==> config.mk <==
export PLATFORM = sky130hd
export DESIGN_NAME = lsgc_ctrl
export DESIGN_NICKNAME = d
export VERILOG_FILES = /design/src/design/lsgc_pkg.sv /design/src/design/lsgc_ctrl.sv
export SDC_FILE = /design/constraint.sdc
export NUM_CORES = 1
export LEC_CHECK = 0
export BUFFER_PORTS_ARGS = -buffer_cell sky130_fd_sc_hd__buf_2
export CAP_MARGIN = 30
export CORE_AREA = 2 2 39 41
export CTS_BUF_LIST = sky130_fd_sc_hd__clkbuf_16
export DETAILED_ROUTE_END_ITERATION = 8
export DIE_AREA = 0 0 41 43
export GPL_ROUTABILITY_DRIVEN = 0
export PLACE_DENSITY = 0.7
export SLEW_MARGIN = 20
export SYNTH_ARGS = -nofsm -noshare
export SYNTH_HDL_FRONTEND = slang
export SYNTH_SLANG_ARGS = --single-unit
==> constraint.sdc <==
create_clock -name clock -period 1.4 [get_ports clock]
set_clock_uncertainty 0.05 [all_clocks]
set_input_delay 0.28 -clock clock [delete_from_list [all_inputs] [get_ports clock]]
set_output_delay 0.28 -clock clock [all_outputs]
set_load 0.01 [all_outputs]
==> src/design/lsgc_pkg.sv <==
// Shared constants, types and the arctangent table of the scan to grid block.
package lsgc_pkg;

   localparam int GRID_DIM_MAX = 4096;
   localparam int CORDIC_STEPS = 16;
   localparam int ROT_STEPS    = (CORDIC_STEPS < 24) ? CORDIC_STEPS : 24;
   localparam int STEP_W       = (ROT_STEPS > 1) ? $clog2(ROT_STEPS) : 1;

   localparam int CSR_INDEX_W = 3;
   localparam int CSR_DATA_W  = 32;

   // Start vector of the rotation, the inverse CORDIC gain in Q4.30.
   localparam logic signed [33:0] CORDIC_GAIN = 34'sd652032874;

   typedef enum logic [CSR_INDEX_W-1:0] {
      CSR_SKIP_PERIOD = 3'd0,
      CSR_ANGLE_START = 3'd1,
      CSR_ANGLE_STEP  = 3'd2,
      CSR_ORIGIN_X    = 3'd3,
      CSR_ORIGIN_Y    = 3'd4,
      CSR_CELL_SCALE  = 3'd5,
      CSR_GRID_WIDTH  = 3'd6,
      CSR_GRID_HEIGHT = 3'd7
   } csr_index_type;

   typedef struct packed {
      logic signed [31:0] origin_x;
      logic signed [31:0] origin_y;
      logic [31:0]        cell_scale;
      logic [12:0]        grid_w;
      logic [12:0]        grid_h;
   } cfg_type;

   typedef struct packed {
      logic       load;
      logic       rotate;
      logic [4:0] step;
      logic       scale;
      logic       offset;
      logic       mul;
      logic [1:0] mul_sel;
      logic       check;
      logic       index;
      logic       publish;
   } cmd_type;

   typedef struct packed {
      logic hit;
      logic out_free;
   } status_type;

   // Clamp a grid size register to the largest supported dimension.
   function automatic logic [12:0] clamp_dim(input logic [12:0] dim);
      logic [12:0] result;
      if (32'(dim) < 32'(GRID_DIM_MAX)) begin
         result = dim;
      end else begin
         result = 13'(GRID_DIM_MAX);
      end
      return result;
   endfunction

   // Arctangent of 2^-i in units of 2^32 per turn.
   function automatic logic signed [33:0] atan_entry(input logic [4:0] idx);
      logic signed [33:0] result;
      case (idx)
         5'd0:    result = 34'sh020000000;
         5'd1:    result = 34'sh012E4051E;
         5'd2:    result = 34'sh009FB385B;
         5'd3:    result = 34'sh0051111D4;
         5'd4:    result = 34'sh0028B0D43;
         5'd5:    result = 34'sh00145D7E1;
         5'd6:    result = 34'sh000A2F61E;
         5'd7:    result = 34'sh000517C55;
         5'd8:    result = 34'sh00028BE53;
         5'd9:    result = 34'sh000145F2F;
         5'd10:   result = 34'sh0000A2F98;
         5'd11:   result = 34'sh0000517CC;
         5'd12:   result = 34'sh000028BE6;
         5'd13:   result = 34'sh0000145F3;
         5'd14:   result = 34'sh000000A2FA;
         5'd15:   result = 34'sh00000517D;
         5'd16:   result = 34'sh0000028BE;
         5'd17:   result = 34'sh00000145F;
         5'd18:   result = 34'sh000000A30;
         5'd19:   result = 34'sh000000518;
         5'd20:   result = 34'sh00000028C;
         5'd21:   result = 34'sh000000146;
         5'd22:   result = 34'sh0000000A3;
         5'd23:   result = 34'sh000000051;
         default: result = 34'sh000000000;
      endcase
      return result;
   endfunction

endpackage

==> src/design/lsgc_ctrl.sv <==
// Sequencer that steps one ray through rotation, scaling, range check and output.
module lsgc_ctrl (
   input  logic                 clock,
   input  logic                 reset,
   input  logic                 req_valid,
   output logic                 req_stall,
   input  logic                 process,
   input  lsgc_pkg::status_type status,
   output lsgc_pkg::cmd_type    cmd,
   output logic                 accept
);
   import lsgc_pkg::*;

   typedef enum logic [2:0] {
      ST_IDLE,
      ST_ROTATE,
      ST_SCALE,
      ST_OFFSET,
      ST_MULT,
      ST_CHECK,
      ST_INDEX,
      ST_PUBLISH
   } state_type;

   state_type         state_ff, state_in;
   logic [STEP_W-1:0] step_ff, step_in;
   logic [1:0]        mul_ff, mul_in;

   assign req_stall = (state_ff != ST_IDLE);
   assign accept    = req_valid && !req_stall;

   always_comb begin
      state_in = state_ff;
      step_in  = step_ff;
      mul_in   = mul_ff;
      case (state_ff)
         ST_IDLE: begin
            step_in = '0;
            mul_in  = '0;
            // Rays of a skipped scan only move the angle and phase trackers.
            if (accept && process) begin
               state_in = ST_ROTATE;
            end
         end
         ST_ROTATE: begin
            step_in = step_ff + 1'b1;
            if (step_ff == STEP_W'(ROT_STEPS - 1)) begin
               state_in = ST_SCALE;
            end
         end
         ST_SCALE:  state_in = ST_OFFSET;
         ST_OFFSET: state_in = ST_MULT;
         ST_MULT: begin
            mul_in = mul_ff + 2'd1;
            if (mul_ff == 2'd3) begin
               state_in = ST_CHECK;
            end
         end
         ST_CHECK: state_in = ST_INDEX;
         ST_INDEX: begin
            if (status.hit) begin
               state_in = ST_PUBLISH;
            end else begin
               state_in = ST_IDLE;
            end
         end
         ST_PUBLISH: begin
            if (status.out_free) begin
               state_in = ST_IDLE;
            end
         end
         default: state_in = ST_IDLE;
      endcase
   end

   always_ff @(posedge clock) begin
      if (reset) begin
         state_ff <= ST_IDLE;
         step_ff  <= '0;
         mul_ff   <= '0;
      end else begin
         state_ff <= state_in;
         step_ff  <= step_in;
         mul_ff   <= mul_in;
      end
   end

   always_comb begin
      cmd         = '0;
      cmd.load    = accept;
      cmd.rotate  = (state_ff == ST_ROTATE);
      cmd.step    = 5'(step_ff);
      cmd.scale   = (state_ff == ST_SCALE);
      cmd.offset  = (state_ff == ST_OFFSET);
      cmd.mul     = (state_ff == ST_MULT);
      cmd.mul_sel = mul_ff;
      cmd.check   = (state_ff == ST_CHECK);
      cmd.index   = (state_ff == ST_INDEX);
      cmd.publish = (state_ff == ST_PUBLISH) && status.out_free;
   end

endmodule

# Word level (Yosys, flattened, before mapping)
# Index checks and enable logic that the tools add are counted.
totals:
  ff_bits: 9
  word_cells: 35
  out_inout_bits: 17
  input_bits: 6
classes:
  reduce_logical: 9
  addsub: 2
  n_eq_ne: 13
  mux: 8
ops:
  columns: ["operator", "n"]
  rows:
  - ["3-bit case mux with 8 select lines", 1]
  - ["3-bit 2-to-1 mux", 5]
  - ["3-bit equality test (second input constant)", 4]
  - ["4-bit case mux with 2 select lines", 1]
  - ["3-bit by 2-bit equality test with 1-bit output (second input constant)", 2]
  - ["4-bit by 1-bit adder with 4-bit output (second input constant)", 1]
  - ["4-bit equality test (second input constant)", 1]
  - ["2-bit by 1-bit != test with 1-bit output (second input constant)", 2]
  - ["2-bit != test (second input constant)", 2]
  - ["2-bit case mux with 2 select lines", 1]
  - ["4-bit AND reduction", 1]
  - ["2-bit nonzero test", 2]
  - ["3-bit by 1-bit equality test with 1-bit output (second input constant)", 1]
  - ["1-bit logical AND", 3]
  - ["3-bit logical NOT", 1]
  - ["3-bit nonzero test", 1]
  - ["2-bit by 1-bit adder with 2-bit output (second input constant)", 1]
  - ["2-bit equality test (second input constant)", 1]
  - ["1-bit logical NOT", 1]

# Longest topological paths before layout
depth:
  depth_word: 6
  mapped_depth: 5
  ltp_nobuf: 4

# Least setup slack after synthesis
# No wires, ideal clock.
synth_path:
  path_kind: "reg-to-output"
  start: "register state_ff[1]"
  end: "output port cmd[14] (netlist name)"
  stages_incl_launch_ff: 5
  path_buffers: 2
  required_ps: 1070
  setup_slack_ps: -194
  t_arrival_ps: 1264
  path_cell_list: "dfxtp_1 > buf_6 > or3_1 > nor2_1 > buf_4"
synth_via:
  elab_chain_cells: 3
synth_lines:
  columns: ["item", "line", "text"]
  rows:
  - ["start, declared", "lsgc_ctrl.sv:25", "state_type state_ff, state_in;"]
  - ["start signal, assigned", "lsgc_ctrl.sv:82", "state_ff <= state_in;"]
  - ["3-bit nonzero test", "lsgc_ctrl.sv:29", "assign req_stall = (state_ff != ST_IDLE);"]
  - ["via req_stall", "lsgc_ctrl.sv:6", "output logic req_stall,"]
  - ["1-bit logical NOT", "lsgc_ctrl.sv:30", "assign accept = req_valid && !req_stall;"]
  - ["1-bit logical AND", "lsgc_ctrl.sv:30", null]
  - ["end, declared", "lsgc_ctrl.sv:9", "output lsgc_pkg::cmd_type cmd,"]
# The timed path passes the listed nets, and every way through them passes these cells.

==> summary.txt <==
================================================================================
Residual overflow from global routing .............................            0
Cell type of the slowest stage on the worst timing path ...........        or3_4
CP Launch Point ...................................................  state_ff[0]
Final Slew Violations .............................................            0
FF-to-FF Start ....................................................  state_ff[0]
Count of cell types in the netlist ................................           31
Total power density per cell area .................................  1070 mW/mm2
Ys async rst share ................................................            0
Post-Syn Area per Cell ............................................     8.00 um2
Initial antenna violation count ...................................            0
Number of enable-type register cells in the synthesized netlist ...            0
DR pass1 iterations ...............................................            4
Area growth from synthesis to layout ..............................        69.8%
Area leader, netlist ..............................................      dfxtp_1
Antenna diode instance count ......................................            0
Total clock buffers created by CTS ................................            3
Critical Path, Cell by Cell ....................................... or3_4, nor2_4, buf_6
Skew-Pair Late Insertion Delay ....................................      0.23 ns
DP Worst Slack ....................................................    0.0880 ns
Outcome ........................................................... complete, but fails checks
Capture point of the critical path ................................      cmd[14]
Worst r2r path cells ..............................................            5
Path class of the lowest-slack min-delay path ..................... input pin to flop
Yosys warnings ....................................................            0
Standard-cell rows ................................................           14
Post-route core utilization .......................................        0.726
Met3 demand-to-capacity share in global routing ...................       0.0471
Starting DRT DRC Count ............................................           11
Number of buffers and inverters on the critical path ..............            1
Vias in the first global route ....................................          563
Cell area after layout ............................................  0.00100 mm2
Sequential cell area ..............................................      191 um2
Via total after detailed routing ..................................          650
Placed instance area ..............................................      746 um2
Violated checks ................................................... setup timing
Peak supply drop ..................................................       780 uV
Leakage power .....................................................     0.485 nW
Delay contributed by the slowest stage of the critical path .......      0.40 ns
Post-DRT Antenna Nets .............................................            0
Wire length of the first global-routing pass ......................      2340 um
Setup violation total in the final timing report ..................           10
Vertical die dimension ............................................        43 um
Met1 demand-to-capacity share in global routing ...................        0.246
Largest net degree at the start of global routing .................           11
Number of standard cells after synthesis ..........................           74
Reported max-cap violation count ..................................            0
Slack of the critical path ........................................    -0.132 ns
Crit end category .................................................  output port
Most frequent cell after synthesis ................................      dfxtp_1
Number of logic stages on the critical path including buffering ...            3
Number of H-tree levels ...........................................            1
Cell area after technology mapping ................................      592 um2
Primary FF master, synth ..........................................      dfxtp_1
Crit Path Category ................................................ flop to output port
Syn nets ..........................................................           82
Number of sinks handled by clock tree synthesis ...................            9
Post-route clock period utilization ...............................         1.09
Final critical delay including setup and external delays ..........      1.53 ns
Total Routing Usage GR ............................................        0.194
Core area .........................................................  0.00138 mm2
Gate family responsible for the most delay along the worst path ... simple AND/OR/NAND/NOR gates
Number of buffers inserted by hold repair at cts ..................            0
Die ar. ...........................................................  0.00176 mm2
Clock root cell ...................................................    clkbuf_16
Area of the multi-input gates .....................................      417 um2
Register area share after synthesis ...............................        0.304
Highest attainable clock frequency ................................      653 MHz
Number of nets in the final layout ................................          119
Number of storage elements in the synthesis netlist ...............            9
Setup crit start kind .............................................         flop
Design Power ......................................................    0.00108 W
DRC violations left ...............................................            0
Most Crowded Layer GR .............................................         met2
Wirelength, routed ................................................      1720 um
Fraction of synthesized cell area taken by the top area cell type .        0.304
Floorplan die width ...............................................        41 um
Largest cells by area after synthesis ............................. dfxtp_1, a21oi_1, mux2i_1, ha_1, nand3_1
Clock tree from TritonCTS .........................................         done
Endpoint required time on the critical path .......................      1.07 ns
Initial Util ......................................................        0.428
Detailed-placement wirelength estimate ............................       961 um
Ranking of synthesized cells by instance count .................... dfxtp_1, a21oi_1, nand3_1, nor2_1, o21ai_0
GRT met2 Usage ....................................................        0.291
Count of filler cells inserted in the layout ......................          103
Register-to-Register Setup Slack ..................................     -0.01 ns
Hold violation count in the final report ..........................            0
Clock-pin slew on the worst setup and hold paths ..................      0.04 ns
Unrepaired setup endpoints after global routing ...................         true
Maximum clock path buffer count ...................................            2
CP Data Arrival Time ..............................................      1.20 ns
Number of primary I/O pins ........................................           23
Per-cell routed wire length .......................................      13.6 um
Buffers on Ports ..................................................           21
R2r endpoint ......................................................  state_ff[0]
Via density per instance ..........................................         5.16
Share of layout cells above drive strength 1 ......................        0.545
Worst-path fanout max .............................................            5
================================================================================
[metal layers]
metal  vias to the layer above  part of all wire
li1                        335                 -
met1                       291              0.41
met2                        22              0.52
met3                         2             0.056
met4                         0            0.0082
met5                         -                 0
[how the worst min path moves through the flow]
stage	slack, ns	cells after the start	from	endpoint
floorplan	0.45	2	step_ff[1]	step_ff[1]
global placement	0.44	2	mul_ff[1]	mul_ff[1]
detailed placement	0.45	2	mul_ff[1]	mul_ff[1]
CTS	0.28	2	reset	state_ff[2]
global route	0.31	2	reset	step_ff[0]
finish	0.29	2	reset	state_ff[2]
[power by group]
group / leakage, nW / total [W] / internal (W) / switching (W)
Combinational: 0.367 / 0.000306 / 0.000162 / 0.000144
Clock: 0.0423 / 0.000491 / 0.000373 / 0.000119
Sequential: 0.0751 / 0.000282 / 0.000270 / 0.0000124
Total: 0.485 / 0.00108 / 0.000804 / 0.000276
[flip-flops by register name, indices dropped and copies added (netlist names)]
register  cells
step_ff       4
state_ff      3
mul_ff        2
[placed cells by master, fill, tap and decap left out, types with 2 or more instances in the layout]
cell / n
nor2_1: 3
ha_1: 2
clkbuf_16: 3
nand3_1: 5
dfxtp_4: 3
nor2_4: 2
o21ai_0: 5
nor2b_1: 2
dfxtp_1: 6
nand2_1: 3
buf_4: 12
mux2i_1: 3
a21oi_1: 6
nand2b_1: 3
nand3b_1: 3
buf_2: 18
buf_6: 8
inv_1: 2
[area by class of cell]
type	count	share of cell area
Clock buffer	3	0.0747
Clock inverter	1	0.00374
Inverter	2	0.0125
Multi-Input combinational cell	56	0.415
Sequential cell	9	0.191
Tap cell	16	0.0199
Timing Repair Buffer	39	0.284
[timing repair]
item                                    in CTS  in global routing
gates cloned                                 0                  1
endpoints found under the setup margin      10                 11
pin swaps                                    2                  4
buffers inserted                             2                  7
hold endpoints to repair                     0                  0
resized for setup                           11                 17
[cells by family (layout without fill, tap and decap cells)]
group           Yosys count  count (layout)  share of synthesized area
compound gates           15              15                      0.154
simple gates             35              35                      0.353
buf+inv                   9              45                     0.0888
flops                     9               9                      0.304
fa+ha+maj                 2               2                     0.0423
other cells               1               1                    0.00634
mux                       3               3                     0.0507
[metrics by stage]
step	TNS, ns	hold WS (ns)	std cells
after global routing	-1.09	0.308	126
after global placement	0	0.439	112
final	-0.575	0.291	126
after floorplan	-0.0647	0.454	74
after CTS	-0.519	0.284	118
after detailed placement	0	0.453	112
Power figures use the tool's default switching activity.
