$ cat src/design/lsgc_pkg.sv
// Shared constants, types and the arctangent table of the scan to grid block.
package lsgc_pkg;

   localparam int GRID_DIM_MAX = 4096;
   localparam int CORDIC_STEPS = 16;
   localparam int ROT_STEPS    = (CORDIC_STEPS < 24) ? CORDIC_STEPS : 24;
   localparam int STEP_W       = (ROT_STEPS > 1) ? $clog2(ROT_STEPS) : 1;

   localparam int CSR_INDEX_W = 3;
   localparam int CSR_DATA_W  = 32;

   // Start vector of the rotation, the inverse CORDIC gain in Q4.30.
   localparam logic signed [33:0] CORDIC_GAIN = 34'sd652032874;

   typedef enum logic [CSR_INDEX_W-1:0] {
      CSR_SKIP_PERIOD = 3'd0,
      CSR_ANGLE_START = 3'd1,
      CSR_ANGLE_STEP  = 3'd2,
      CSR_ORIGIN_X    = 3'd3,
      CSR_ORIGIN_Y    = 3'd4,
      CSR_CELL_SCALE  = 3'd5,
      CSR_GRID_WIDTH  = 3'd6,
      CSR_GRID_HEIGHT = 3'd7
   } csr_index_type;

   typedef struct packed {
      logic signed [31:0] origin_x;
      logic signed [31:0] origin_y;
      logic [31:0]        cell_scale;
      logic [12:0]        grid_w;
      logic [12:0]        grid_h;
   } cfg_type;

   typedef struct packed {
      logic       load;
      logic       rotate;
      logic [4:0] step;
      logic       scale;
      logic       offset;
      logic       mul;
      logic [1:0] mul_sel;
      logic       check;
      logic       index;
      logic       publish;
   } cmd_type;

   typedef struct packed {
      logic hit;
      logic out_free;
   } status_type;

   // Clamp a grid size register to the largest supported dimension.
   function automatic logic [12:0] clamp_dim(input logic [12:0] dim);
      logic [12:0] result;
      if (32'(dim) < 32'(GRID_DIM_MAX)) begin
         result = dim;
      end else begin
         result = 13'(GRID_DIM_MAX);
      end
      return result;
   endfunction

   // Arctangent of 2^-i in units of 2^32 per turn.
   function automatic logic signed [33:0] atan_entry(input logic [4:0] idx);
      logic signed [33:0] result;
      case (idx)
         5'd0:    result = 34'sh020000000;
         5'd1:    result = 34'sh012E4051E;
         5'd2:    result = 34'sh009FB385B;
         5'd3:    result = 34'sh0051111D4;
         5'd4:    result = 34'sh0028B0D43;
         5'd5:    result = 34'sh00145D7E1;
         5'd6:    result = 34'sh000A2F61E;
         5'd7:    result = 34'sh000517C55;
         5'd8:    result = 34'sh00028BE53;
         5'd9:    result = 34'sh000145F2F;
         5'd10:   result = 34'sh0000A2F98;
         5'd11:   result = 34'sh0000517CC;
         5'd12:   result = 34'sh000028BE6;
         5'd13:   result = 34'sh0000145F3;
         5'd14:   result = 34'sh000000A2FA;
         5'd15:   result = 34'sh00000517D;
         5'd16:   result = 34'sh0000028BE;
         5'd17:   result = 34'sh00000145F;
         5'd18:   result = 34'sh000000A30;
         5'd19:   result = 34'sh000000518;
         5'd20:   result = 34'sh00000028C;
         5'd21:   result = 34'sh000000146;
         5'd22:   result = 34'sh0000000A3;
         5'd23:   result = 34'sh000000051;
         default: result = 34'sh000000000;
      endcase
      return result;
   endfunction

endpackage

$ cat src/design/lsgc_regs.sv
// Configuration registers plus the ray angle and scan phase trackers.
module lsgc_regs (
   input  logic                             clock,
   input  logic                             reset,
   input  logic                             csr_wr_en,
   input  logic [lsgc_pkg::CSR_INDEX_W-1:0] csr_index,
   input  logic [lsgc_pkg::CSR_DATA_W-1:0]  csr_wdata,
   input  logic                             accept,
   input  logic                             scan_end,
   output lsgc_pkg::cfg_type                cfg,
   output logic [15:0]                      ray_angle,
   output logic                             process
);
   import lsgc_pkg::*;

   logic [15:0]        skip_period_ff;
   logic [15:0]        angle_start_ff;
   logic [15:0]        angle_step_ff;
   logic signed [31:0] origin_x_ff;
   logic signed [31:0] origin_y_ff;
   logic [31:0]        cell_scale_ff;
   logic [12:0]        grid_width_ff;
   logic [12:0]        grid_height_ff;
   logic [15:0]        ray_angle_ff, ray_angle_in;
   logic [15:0]        scan_phase_ff, scan_phase_in;
   logic [16:0]        phase_next;

   always_comb begin
      phase_next    = 17'(scan_phase_ff) + 17'd1;
      ray_angle_in  = ray_angle_ff;
      scan_phase_in = scan_phase_ff;
      if (accept) begin
         if (scan_end) begin
            ray_angle_in = angle_start_ff;
            // A zero period compares like a period of one.
            if (phase_next >= 17'(skip_period_ff)) begin
               scan_phase_in = '0;
            end else begin
               scan_phase_in = phase_next[15:0];
            end
         end else begin
            ray_angle_in = ray_angle_ff + angle_step_ff;
         end
      end
      // Writing the start angle also restarts the current sweep.
      if (csr_wr_en && csr_index_type'(csr_index) == CSR_ANGLE_START) begin
         ray_angle_in = csr_wdata[15:0];
      end
   end

   always_ff @(posedge clock) begin
      if (reset) begin
         skip_period_ff <= 16'd1;
         angle_start_ff <= '0;
         angle_step_ff  <= 16'd1;
         origin_x_ff    <= '0;
         origin_y_ff    <= '0;
         cell_scale_ff  <= 32'd335544;
         grid_width_ff  <= 13'd4096;
         grid_height_ff <= 13'd4096;
         ray_angle_ff   <= '0;
         scan_phase_ff  <= '0;
      end else begin
         ray_angle_ff  <= ray_angle_in;
         scan_phase_ff <= scan_phase_in;
         if (csr_wr_en) begin
            case (csr_index_type'(csr_index))
               CSR_SKIP_PERIOD: skip_period_ff <= csr_wdata[15:0];
               CSR_ANGLE_START: angle_start_ff <= csr_wdata[15:0];
               CSR_ANGLE_STEP:  angle_step_ff  <= csr_wdata[15:0];
               CSR_ORIGIN_X:    origin_x_ff    <= csr_wdata[31:0];
               CSR_ORIGIN_Y:    origin_y_ff    <= csr_wdata[31:0];
               CSR_CELL_SCALE:  cell_scale_ff  <= csr_wdata[31:0];
               CSR_GRID_WIDTH:  grid_width_ff  <= csr_wdata[12:0];
               CSR_GRID_HEIGHT: grid_height_ff <= csr_wdata[12:0];
               default: ;
            endcase
         end
      end
   end

   assign cfg.origin_x   = origin_x_ff;
   assign cfg.origin_y   = origin_y_ff;
   assign cfg.cell_scale = cell_scale_ff;
   assign cfg.grid_w     = clamp_dim(grid_width_ff);
   assign cfg.grid_h     = clamp_dim(grid_height_ff);
   assign ray_angle      = ray_angle_ff;
   assign process        = (scan_phase_ff == 16'd0);

endmodule

$ cat config.mk
export PLATFORM = sky130hd
export DESIGN_NAME = lsgc_regs
export DESIGN_NICKNAME = d
export VERILOG_FILES = /design/src/design/lsgc_pkg.sv /design/src/design/lsgc_regs.sv
export SDC_FILE = /design/constraint.sdc
export NUM_CORES = 1
export LEC_CHECK = 0
export BUFFER_PORTS_ARGS = -buffer_cell sky130_fd_sc_hd__buf_2
export CORE_MARGIN = 5
export CORE_UTILIZATION = 35
export DETAILED_ROUTE_END_ITERATION = 12
export PLACE_DENSITY_LB_ADDON = 0.1
export SYNTH_ARGS = -nofsm -noshare
export SYNTH_HDL_FRONTEND = slang
export SYNTH_SLANG_ARGS = --single-unit
$ cat constraint.sdc
create_clock -name clock -period 4.81 [get_ports clock]
set_input_delay 0 -clock clock [delete_from_list [all_inputs] [get_ports clock]]
set_output_delay 0 -clock clock [all_outputs]
set_load 0.01 [all_outputs]
-- Word level (Yosys, flattened, before mapping)
Cells that the tools add are included.
- mux-type cells: 6
- $add $sub $neg: 2
- magnitude comparators: 3
- equality and inequality tests: 7
- reduce and logical (&&, ||, !) cells: 13
- operator list (operator ; number):
    16-bit 2-to-1 mux ; 4
    13-bit less-than comparator (second input constant) ; 2
    13-bit 2-to-1 mux ; 2
    2-bit AND reduction ; 9
    16-bit by 1-bit adder with 17-bit output (second input constant) ; 1
    17-bit by 16-bit >= comparator with 1-bit output ; 1
    16-bit adder ; 1
    16-bit zero test ; 1
    3-bit == test (second input constant) ; 4
    3-bit by 2-bit == test with 1-bit output (second input constant) ; 2
    3-bit by 1-bit == test with 1-bit output (second input constant) ; 1
    3-bit zero test ; 1
    2-bit nonzero test ; 1
    1-bit logical AND ; 1
- logic and storage cells: 41
- output and inout bits: 139
- register bits after elaboration: 202
- input bits: 40

-- Depth between registers and ports, before layout
Gate-level depths: netlist of run 1.
- word-level depth: 4
- depth in mapped cells: 13
- depth with buffers taken out: 12

-- Least setup slack after synthesis of run 1
Ideal clock, no wire load.
- path kind: reg-to-reg
- start: register scan_phase_ff[0]
- end: register scan_phase_ff[15]
- arrival time: 2.845 ns
- clock period less this slack: 2.967 ns
- setup slack: 1.843 ns
- setup time: 0.122 ns
- buffers on the path: 0
- required time: 4.688 ns
- stages on the path, launching flop included: 12
- cells stage by stage: dfxtp_1 -> ha_1 -> nand2_1 -> nor3_4 -> and3_1 -> xor2_1 -> ha_1 -> nand4_1 -> or4_4 -> o211ai_4 -> nor2_4 -> a221o_1
- word-level cells in the longest chain between the ends: 3
- ends and longest elaborated chain (item ; line ; RTL):
    start: declaration ; lsgc_regs.sv:25 ; logic [15:0] scan_phase_ff, scan_phase_in;
    start signal: assignment ; lsgc_regs.sv:65 ; scan_phase_ff <= scan_phase_in;
    16-bit by 1-bit adder with 17-bit output (*) ; lsgc_regs.sv:29 ; phase_next = 17'(scan_phase_ff) + 17'd1;
    17-bit by 16-bit >= comparator with 1-bit output ; lsgc_regs.sv:36 ; if (phase_next >= 17'(skip_period_ff)) begin
    16-bit 2-to-1 mux (*) ; lsgc_regs.sv:36 ;
Every way passes the cells marked *; elsewhere a longest branch is shown, timed or not.
A chain may end at the register's enable or synchronous reset.

-- Final worst setup path of run 1
- start: register scan_phase_ff[6]
- end: register scan_phase_ff[15]
Same word-level chain as after synthesis.

==> results.md, run 1 <==
Global routing:
- The residual overflow from global routing is 0.
- The total global routing track utilization is 19.6%.
- The initial antenna violation count is 2.
- The first global-routing pass estimated 46000 microns of wire.
- The number of global-route vias before repair came to 8120.
- Entering global routing, the biggest net connects 106 pins.

Cells and area:
- From synthesis to final layout, the design area changed by 24.2%.
- The total number of nets in the final design is 1411.
- In the layout the commonest cells are 385 x nand2_1, 202 x dfxtp_1, 183 x a21oi_1.
- After routing the design area is 11200 sq um.
- In the final layout, the share of cells above drive strength 1 is 18.0%.
- The library cell used most frequently in the layout, excluding fill and tap cells, is nand2_1.

Min path:
- The tightest min-delay check is of the in -> reg type.
- The worst hold path passes through 4 cells.

Clock tree:
- For the worst-skew pair, the clock arrives at the later sink with an insertion delay of 0.52 ns.
- The post-CTS setup buffer count is 0.
- After clock tree synthesis, the clock-pin slew on the worst setup and hold paths is 0.06 ns.
- The maximum level of the CTS H-tree is 1.
- The clock root buffer is clkbuf_16.
- The CTS buffer count is 24.
- The TritonCTS clock tree is done.
- The clock drives 202 sinks.
- The clock passes through at most 3 buffers.

Synthesis:
- Counting distinct cell types in the post-synthesis netlist gives 68.
- The sequential element share of the synthesized area is 44.7%.
- The Yosys warning count is 0.
- The average footprint of a synthesized cell is 7.74 sq um.
- The synthesized design devotes to its leading area cell type 44.7% of total area.
- The post-synthesis async set-or-reset flop share is 0%.
- The commonest register cell after synthesis is dfxtp_1.
- In this run, synthesis produced a sequential element count of 202.
- The number of enable-type register cells in the synthesized netlist is 0.
- Synthesis produced a netlist whose cell count is 1170.
- The cell area that synthesis handed to floorplanning was 9050 sq um.
- When the netlist entered floorplanning its net count stood at 1244.
- Ranked by total cell area, the synthesized netlist is headed by dfxtp_1 45%, nand2_1 16%, a21oi_1 10%, ha_1 4.6%, nor2b_1 2.7%.
- dfxtp_1 takes more of the synthesized area than any other cell.

Pwr:
- The overall power is 3.87 mW.
- The worst-case IR drop observed on VDD is 302 uV.
- The power density over cell area is 344 nW/um^2.
- In this run the static leakage power is 4.62 nW.

Timing:
- The slew of the pin with the lowest slew margin is 1.15 ns.
- On the final layout, the worst hold slack is 0.114 ns.
- Headroom to the max-slew limit came out at 23.1%.
- The final count of pins violating max slew came to 0.
- The final critical-path setup slack is 1.33 ns.
- The final count of hold timing violations is 0.
- After routing, the total negative slack on setup checks comes to 0 ns.
- The final worst clock skew is 0.00583 ns.
- Static timing analysis puts the maximum clock frequency at 288 MHz.
- Setup violations remaining at the end of the flow were counted as 0.
- The time the final worst path needs with I/O delays and setup is 3.48 ns.
- Setup repair after global routing left no endpoint under its margin.
- The part of the cycle the worst path needs is 72.3%.

Place:
- The congestion estimate from routability-driven global placement came to 0.830.
- The pre-CTS setup slack is 1.32 ns.
- Detailed placement finished with a half-perimeter wire length of 19100 microns.
- The placed instances occupy a cell area of 10100 sq um.
- Buffers placed on the I/O ports in this run total 178.

Route:
- The routed layout has 8421 vias.
- After detailed routing, the number of remaining DRC violations is 0.
- The first-iteration detailed-routing DRC count is 497.
- Once detail routing completed, the nets flagged for antenna violations numbered 0.
- Dividing the detail-routed wire length by the instance count gives 17.5 microns.
- The detail-routed via count per cell is 5.02.
- After detailed routing, the total wire length is 29300 microns.
- The pre-antenna-repair detailed-routing pass consisted of 5 iterations.

Worst setup path:
- The critical path is of the reg -> reg type.
- In this design, the stage delay of the slowest critical-path cell is 0.53 ns.
- Of all nets on the critical path, the largest fanout is 10.
- The critical path goes through nand4_1, nor4_1, nand2_1, xnor2_1, ha_1, nand3_1, or4_4, o211ai_4, nor2_4, a221o_1.
- The critical path data required time is 5.22 ns.
- The path length in cells of the critical path is 10.
- The worst reg-to-reg setup slack is 1.33 ns.
- The number of cells on the worst reg-to-reg path is 10.
- STA classifies the critical path startpoint as a flip-flop.
- The slowest stage of the critical path is the nor4_1 cell.
- Counting both buffers and inverters, the worst setup path holds a total of 0.
- The arrival time of data at the critical path endpoint is 3.89 ns.
- The kind of capture point of the worst setup path is a flip-flop.
- In this design, the largest share of critical-path delay is due to simple AND/OR/NAND/NOR gates.

Floorplanning:
- After floorplanning, the core was divided into 58 placement rows.
- The width of the die is 171 microns.
- Pin placement for this block handled 179 I/O pins.
- The floorplan step defined a core boundary enclosing 25300 sq um.
- The die extent in y is 171 microns.
- The die covers 29200 sq um.
- Once the floorplan was initialized, standard cells occupied 35.7% of the core.

Outcome:
- The flow ran to the end, and the final reports show no timing, DRC or antenna violations.

Run:
- Max-cap violations in this run came to 0.
-- path summary, 6_finish.rpt --
check,to,startpoint
max,scan_phase_ff[15],scan_phase_ff[6]
max reg2reg,scan_phase_ff[15],scan_phase_ff[6]
min reg2reg,grid_width_ff[8],grid_width_ff[8]
min,ray_angle[4],accept
-- cell families after synthesis --
kind of cell | synth area share (%)
fa+ha+maj | 4.78
xor+xnor | 1.35
compound gates | 18.2
flops | 44.7
buf+inv | 4.73
mux | 0.111
simple gates | 26.2
-- stage by stage --
stage,std cells,utilization [%]
5_1_grt,1679,44.4
3_5_place_dp,1608,40.0
6_report,1679,44.4
3_3_place_gp,1608,40.0
4_1_cts,1678,44.4
2_1_floorplan,1170,-
-- registers in the layout, summed over array words and instances, names as in the netlist, 16 cells and up --
name and count:
origin_x_ff 32, scan_phase_ff 16, angle_start_ff 16, ray_angle 16, cell_scale_ff 32, angle_step_ff 16, skip_period_ff 16, origin_y_ff 32
-- timing repair --
action | CTS | global route
endpoints found under the hold margin | 181 | 0
resized for setup | 0 | 0
hold buffers | 33 | 0
-- synthesized netlist by cell type (all sizes together), types with 7 or more instances --
library cell and count:
nor2 26, nand3b 17, xnor2 7, a21o 13
xor2 7, nand2 385, a21oi 183, dfxtp 202
inv 25, o211ai 10, nand3 12, o21ai 18
a31oi 12, clkbuf 65, a22o 7, nor2b 39
nor3 9, ha 33, buf 17
-- per-layer routing --
layer  share of wire, %  GRT usage (%)  vias to the layer above
met2                 45           31.2                      192
met4                2.2           4.41                        2
li1                   -              -                     4288
met1                 45           26.1                     3895
met5              0.044              0                        -
met3                7.7           6.47                       44
-- final cells by class --
type	count	area [sq um]
clock inverter	5	103
multi-input combinational	861	4590
inverter	25	93.8
fill	2571	14100
sequential	202	4040
timing repair buffer	223	1320
antenna	1	2.50
clock buffer	32	681
tap	330	413
-- where the power goes --
group	switching (mW)	internal (mW)
combinational	0.209	0.116
sequential	0.0270	1.71
clock	0.710	1.09
-- worst register-to-register path, cell delays in order, from the launching register on --
cell	delay [ns]
dfxtp_1	0.46
nand4_1	0.22
nor4_1	0.54
nand2_1	0.20
xnor2_1	0.19
ha_1	0.33
nand3_1	0.10
or4_4	0.44
o211ai_4	0.41
nor2_4	0.13
a221o_1	0.35
No activity file was read; power rests on OpenSTA's default activity.
==> run 2, diff against run 1 <==
Clock period 4.81 ns to 3.5 ns, I/O delays scaled along.
==> run 2 against run 1 <==
- worst setup slack worse by 1.1 ns
- sequential power up 37%
- sequential share of layout area down 0.18 points
- worst hold slack better by 0.024 ns
- routed wire length down 0.29%
- non-clock buffer count unchanged
- via count up 0.55%
- combinational power up 38%
- global-route usage about the same
- maximum frequency up 6.7%
- critical endpoint is now scan_phase_ff[1]
==> results.md, run 2 (synthesis results as in run 1) <==
Cells and area:
- The total number of nets in the final design is 1412 (+0.071%).
- The final cell count without fillers came to 1687 (+0.48%).
- The ratio of cells with drive above 1 in the final layout was 18.3% (+0.26 points).
- The largest registers in the layout are cell_scale_ff: 32 flops, origin_x_ff: 32 flops, origin_y_ff: 32 flops.
- The count of filler cells inserted in the layout is 2584 (+0.51%).
- Compared with the post-synthesis result, the final layout area differs by 24.9%.
- The most common cell after layout, fill and taps aside is nand2_1.
- The top cell types in the final layout, fill and taps aside, are 385 x nand2_1, 202 x dfxtp_1, 183 x a21oi_1.
- The finished layout cell area is 11300 sq um (+0.51%).

Worst setup path:
- The arrival time of data at the critical path endpoint came to 3.63 ns (-0.26 ns).
- The cell count of the worst reg-to-reg path is 12 (+2).
- The worst-path maximum fanout is 7 (-3).
- The startpoint type of the worst setup path is a flip-flop.
- The critical path data required time is 3.87 ns (-1.35 ns).
- The setup path with the least slack is of type reg -> reg.
- The worst setup path is captured at a flip-flop.

Run:
- The max-capacitance violation count was 0 (unchanged).

Timing:
- The time the final worst path needs with I/O delays and setup came to 3.26 ns (-0.218 ns).
- Setup repair after global routing left no endpoint under its margin.
- The final count of pins violating max slew was 0 (unchanged).
- The setup TNS after final layout came to 0 ns (unchanged).
- The slew of the pin with the lowest slew margin came to 1.10 ns (-0.0581 ns).
- The headroom to the max-slew limit is 27.0% (+3.9 points).
- The setup violation total in the final timing report came to 0 (unchanged).
- The part of the cycle the worst path needs was 93.1% (+21 points).
- The final worst clock skew was 0.0112 ns (+0.00534 ns).
- The fmax is 307 MHz (+6.7%).
- The final count of hold timing violations is 0 (unchanged).

Route:
- The antenna violation net count after detailed routing is 0 (unchanged).
- The detail-routed via count per cell is 5.02 (about the same).
- The final wirelength is 29200 microns (-0.29%).
- The first-iteration detailed-routing DRC count was 492 (-1.0%).
- The wire length per cell is 17.3 microns (-0.77%).
- The total DRC errors in the routed layout was 0 (unchanged).
- The count of TritonRoute iterations in the first routing pass is 6 (+1).
- The total number of vias is 8467 (+0.55%).

Clock tree:
- The clock net sink count was 202 (unchanged).
- The clock latency reported for the late side of the worst-skew pair is 0.53 ns (about the same).
- TritonCTS built the clock tree.
- The deepest clock path buffer count came to 3 (unchanged).
- The CTS buffer count is 25 (+4.2%).
- Clock tree synthesis selected as its root buffer the cell clkbuf_16.
- The maximum level of the CTS H-tree came to 1 (unchanged).
- The clock slew at the register clock pins of the worst setup and hold paths is 0.06 ns (about the same).

Pwr:
- The power density over cell area is 481 nW/um^2 (+40%).
- The total leakage power is 4.65 nW (+0.73%).
- The maximum vdd ir drop was 370 uV (+22%).

Outcome:
- The run finished with clean final reports.

Floorplanning:
- The starting utilization of the core area is 35.7% (unchanged).
- The placeable core region is 25300 sq um (unchanged).
- The area of the die was 29200 sq um (unchanged).
- The site row count is 58 (unchanged).
- The width of the die is 171 microns (unchanged).
- The die extent in y is 171 microns (unchanged).
- The number of top-level design ports is 179 (unchanged).

Place:
- The weighted congestion reported at the end of routability-driven placement is 0.810 (-2.4%).
- The count of input and output buffers is 178 (unchanged).
- The HPWL reported at the end of detailed placement is 19200 microns (+0.74%).
- The number of placed instances with taps included is 1608 (unchanged).
- The total cell area at the placement stage is 10100 sq um (about the same).

Min path:
- The class of the tightest hold or removal check is in -> reg.
- The depth of the worst hold-timing path is 5 (+1).

Global routing:
- The residual overflow from global routing came to 0 (unchanged).
- The largest net degree at the start of global routing was 104 (-1.9%).
- The number of global-route vias before repair is 8073 (-0.58%).
- The initial antenna violation count came to 2 (unchanged).
- The wire length of the first global-routing pass came to 45900 microns (-0.32%).
- The total global routing track utilization is 19.6% (-0.035 points).
[run 2: cell count changes in the layout (fill, tap and decap cells not counted), sizes merged]
| cell | before | now |
|---|---|---|
| clkinvlp | 1 | 0 |
| inv | 25 | 27 |
| clkinv | 2 | 4 |
| clkbuf | 32 | 37 |
[run 2: final cells by class]
type / count / area, sq um / area share (%)
antenna: 1 / 2.50 / 0.0221
clock buffer: 37 / 721 / 6.38
timing repair buffer: 223 / 1320 / 11.7
clock inverter: 8 / 109 / 0.963
multi-input combinational: 861 / 4600 / 40.7
inverter: 25 / 93.8 / 0.830
tap: 330 / 413 / 3.65
sequential: 202 / 4040 / 35.8
[run 2: critical path, stage by stage (launching register included)]
cell and delay (ns):
dfxtp_1 0.43, ha_1 0.24, nand2_1 0.13, nor3_4 0.26
and3_1 0.20, xor2_1 0.08, ha_1 0.33, nand4_1 0.16
or4_4 0.52, o211ai_4 0.31, buf_4 0.20, a2bb2oi_1 0.18
nor2_1 0.06
[run 2: what timing repair did]
action	4_1_cts	5_1_grt
setup endpoints to repair	0	4
setup buffers	0	0
gates resized for setup	0	1
hold buffers	33	0
endpoints found under the hold margin	181	0
[run 2: final timing paths]
path | start | to | slack [ns]
max | scan_phase_ff[0] | scan_phase_ff[1] | 0.24
min | csr_index[0] | skip_period_ff[2] | 0.14
max reg2reg | scan_phase_ff[0] | scan_phase_ff[1] | 0.24
min reg2reg | origin_y_ff[15] | origin_y_ff[15] | 0.45
[run 2: stage by stage]
stage | hold slack, ns | worst slack (ns) | utilization [%] | total power, mW
2_1_floorplan | 0.121 | 0.533 | - | 2.69
3_3_place_gp | 0.247 | 0.306 | 40.0 | 2.86
3_5_place_dp | 0.259 | 0.210 | 40.0 | 2.86
4_1_cts | 0.107 | 0.195 | 44.6 | 5.51
5_1_grt | 0.178 | 0.0502 | 44.6 | 5.65
6_report | 0.137 | 0.241 | 44.6 | 5.43
[run 2: layer usage]
| metal | track usage, % | routed length [microns] | vias to the layer above | part of all wire (%) |
|---|---|---|---|---|
| met5 | 0 | 12 | - | 0.041 |
| met4 | 4.17 | 533 | 2 | 1.8 |
| met3 | 6.17 | 2210 | 36 | 7.6 |
| met2 | 31.3 | 13300 | 191 | 45 |
| met1 | 26.2 | 13200 | 3951 | 45 |
| li1 | - | - | 4287 | - |
[run 2: report_power, final]
part           internal [mW]  switching, mW  total (mW)  leakage (nW)
registers               2.35         0.0373        2.39          1.64
clock network           1.58           1.02        2.59         0.411
logic                  0.162          0.286       0.449          2.60
total                   4.09           1.34        5.43          4.65
==> run 3, diff against run 2 <==
Settings changed: REMOVE_ABC_BUFFERS set to 1.
==> run 3 against run 2 <==
- core utilization about the same
- routed wire length down 1.7%
- combinational power increased by 2%
- worst setup slack got worse by 0.0082 ns
- clock skew shrank 0.0046 ns
- global-route usage decreased by 0.58 points
- largest power group is now registers
==> results.md, run 3 (synthesis results as in run 1) <==
Outcome:
- The flow ran to the end, and the final reports show no timing, DRC or antenna violations.

Cells and area:
- The total number of nets in the final design is 1420 (+0.57%).
- The top cell types in the final layout, fill and taps aside, are 385 x nand2_1, 201 x dfxtp_1, 183 x a21oi_1.
- The count of filler cells inserted in the layout is 2575 (-0.35%).
- The final cell count without fillers is 1692 (+0.30%).
- The area occupied by multi-input gates is 4600 sq um (-0.11%).
- Compared with the post-synthesis result, the final layout area differs by 25.0%.
- The area taken by flip-flops and latches is 4050 sq um (about the same).
- In the final layout, the registers with the most flip-flops are cell_scale_ff: 32 flops, origin_x_ff: 32 flops, origin_y_ff: 32 flops.
- The library cell used most frequently in the layout, excluding fill and tap cells, is nand2_1.
- The number of antenna repair diodes was 0 (-1).
- The ratio of cells with drive above 1 in the final layout is 18.4% (+0.066 points).

Timing:
- The slew of the pin with the lowest slew margin is 1.16 ns (+0.0634 ns).
- The final count of hold timing violations was 0 (unchanged).
- The setup violation total in the final timing report is 0 (unchanged).
- Setup repair after global routing left no endpoint under its margin.
- The time the final worst path needs with I/O delays and setup was 3.27 ns (+0.00816 ns).
- The fmax came to 306 MHz (-0.25%).
- The final count of pins violating max slew is 0 (unchanged).
- The final critical-path setup slack is 0.233 ns (-0.00816 ns).
- The part of the cycle the worst path needs is 93.4% (+0.23 points).
- The headroom to the max-slew limit is 22.8% (-4.2 points).
- The setup TNS after final layout is 0 ns (unchanged).
- The worst hold slack is 0.130 ns (-0.00736 ns).
- The final worst clock skew is 0.00659 ns (-0.00458 ns).

Clock tree:
- The CTS buffer count is 24 (-4.0%).
- The clock latency reported for the late side of the worst-skew pair came to 0.52 ns (about the same).
- The clock net sink count came to 202 (unchanged).
- The deepest clock path buffer count came to 3 (unchanged).
- The maximum level of the CTS H-tree came to 1 (unchanged).
- The clock slew at the register clock pins of the worst setup and hold paths came to 0.06 ns (about the same).
- The root buffer cell chosen for the clock tree is clkbuf_16.
- The TritonCTS clock tree is done.

Floorplanning:
- The width of the die was 171 microns (unchanged).
- The area of the die is 29200 sq um (unchanged).
- The number of top-level design ports was 179 (unchanged).
- The placeable core region is 25300 sq um (unchanged).
- The site row count is 58 (unchanged).
- The starting utilization of the core area is 35.7% (unchanged).
- The die extent in y is 171 microns (unchanged).

Worst setup path:
- The worst reg-to-reg setup slack came to 0.23 ns (about the same).
- The kind of capture point of the worst setup path is a flip-flop.
- The critical path data required time is 3.91 ns (+0.04 ns).
- The startpoint type of the worst setup path is a flip-flop.
- The worst-path maximum fanout was 8 (+1).
- The endpoint identified for the worst register-to-register timing path is scan_phase_ff[15].
- The arrival time of data at the critical path endpoint is 3.67 ns (+0.04 ns).
- The cell count of the worst reg-to-reg path was 11 (-1).
- The critical path is of the reg -> reg type.
- The worst flop-to-flop path startpoint is scan_phase_ff[1].

Pwr:
- The power density over cell area is 461 nW/um^2 (-4.1%).
- The maximum vdd ir drop was 302 uV (-18%).
- The total leakage power is 4.66 nW (+0.21%).
- The overall power is 5.22 mW (-4.0%).

Route:
- The first-iteration detailed-routing DRC count came to 543 (+10%).
- The total DRC errors in the routed layout is 0 (unchanged).
- The detail-routed via count per cell is 4.95 (-1.4%).
- The final wirelength is 28700 microns (-1.7%).
- The antenna violation net count after detailed routing is 0 (unchanged).
- The wire length per cell is 17.0 microns (-2.0%).
- The total number of vias is 8377 (-1.1%).
- The count of TritonRoute iterations in the first routing pass came to 5 (-1).

Place:
- The pre-CTS setup slack was 0.133 ns (-0.0773 ns).
- The HPWL reported at the end of detailed placement is 18800 microns (-2.2%).
- The count of input and output buffers is 178 (unchanged).
- The weighted congestion reported at the end of routability-driven placement was 0.830 (+2.4%).
- The number of placed instances with taps included was 1611 (+0.19%).

Global routing:
- The total global routing track utilization came to 19.0% (-0.58 points).
- The initial antenna violation count is 0 (-2).
- The wire length of the first global-routing pass is 44900 microns (-2.1%).
- The residual overflow from global routing is 0 (unchanged).
- The number of global-route vias before repair came to 7985 (-1.1%).
- The largest net degree at the start of global routing is 74 (-29%).

Min path:
- The capture endpoint of the worst hold path is ray_angle[4].
- The depth of the worst hold-timing path came to 3 (-2).
- The path class of the tightest hold or removal check is in -> reg.
- In this run the most critical hold path is launched from accept.

Run:
- The max-capacitance violation count is 0 (unchanged).
## run 3: worst max-delay path, cell delays in order (launching register included)
cell and delay [ns]:
dfxtp_1 0.40, ha_1 0.25, nand2_1 0.13, nor3_4 0.26, and3_1 0.20, xor2_1 0.24
ha_1 0.20, nand4_1 0.14, or4_4 0.52, o211ai_4 0.33, nor2_4 0.13, a221o_1 0.35
## run 3: power breakdown
part | internal (mW) | switching, mW
Clock | 1.40 | 0.970
Combinational | 0.174 | 0.287
Sequential | 2.35 | 0.0349
## run 3: what timing repair did
item	CTS	global route
endpoints found under the setup margin	0	9
endpoints found under the hold margin	183	0
setup buffers	0	2
resized for setup	0	2
hold buffers	37	0
## run 3: worst max path at each step
| stage | from | endpoint | slack, ns | depth (start not counted) |
|---|---|---|---|---|
| CTS | scan_phase_ff[0] | scan_phase_ff[15] | 0.12 | 11 |
| floorplan | scan_phase_ff[0] | scan_phase_ff[15] | 0.53 | 11 |
| finish | scan_phase_ff[1] | scan_phase_ff[15] | 0.23 | 11 |
| detailed placement | scan_phase_ff[0] | scan_phase_ff[15] | 0.13 | 11 |
| global route | scan_phase_ff[1] | scan_phase_ff[15] | 0.05 | 11 |
| global placement | scan_phase_ff[0] | scan_phase_ff[15] | 0.20 | 11 |
## run 3: metrics by stage
| step | utilization, % | cell area (sq um) |
|---|---|---|
| after floorplan | - | 8720 |
| after global placement | 40.1 | 10200 |
| after detailed placement | 40.1 | 10200 |
| after CTS | 44.6 | 11300 |
| after global routing | 44.7 | 11300 |
| final | 44.7 | 11300 |
## run 3: per-layer routing
metal | global-route usage, % | wire length, microns | vias up
met5 | 0 | 0 | -
met4 | 3.62 | 491 | 0
met3 | 5.91 | 2010 | 33
met2 | 31.5 | 13100 | 173
met1 | 24.8 | 13100 | 3886
li1 | - | - | 4285
## run 3: layout make-up
cell class / count / share of cell area [%]
multi-input cells: 861 / 40.6
flip-flops and latches: 202 / 35.7
repair buffers: 232 / 12.4
clock buffers: 38 / 6.30
well taps: 330 / 3.65
inverters: 25 / 0.829
clock inverters: 4 / 0.398
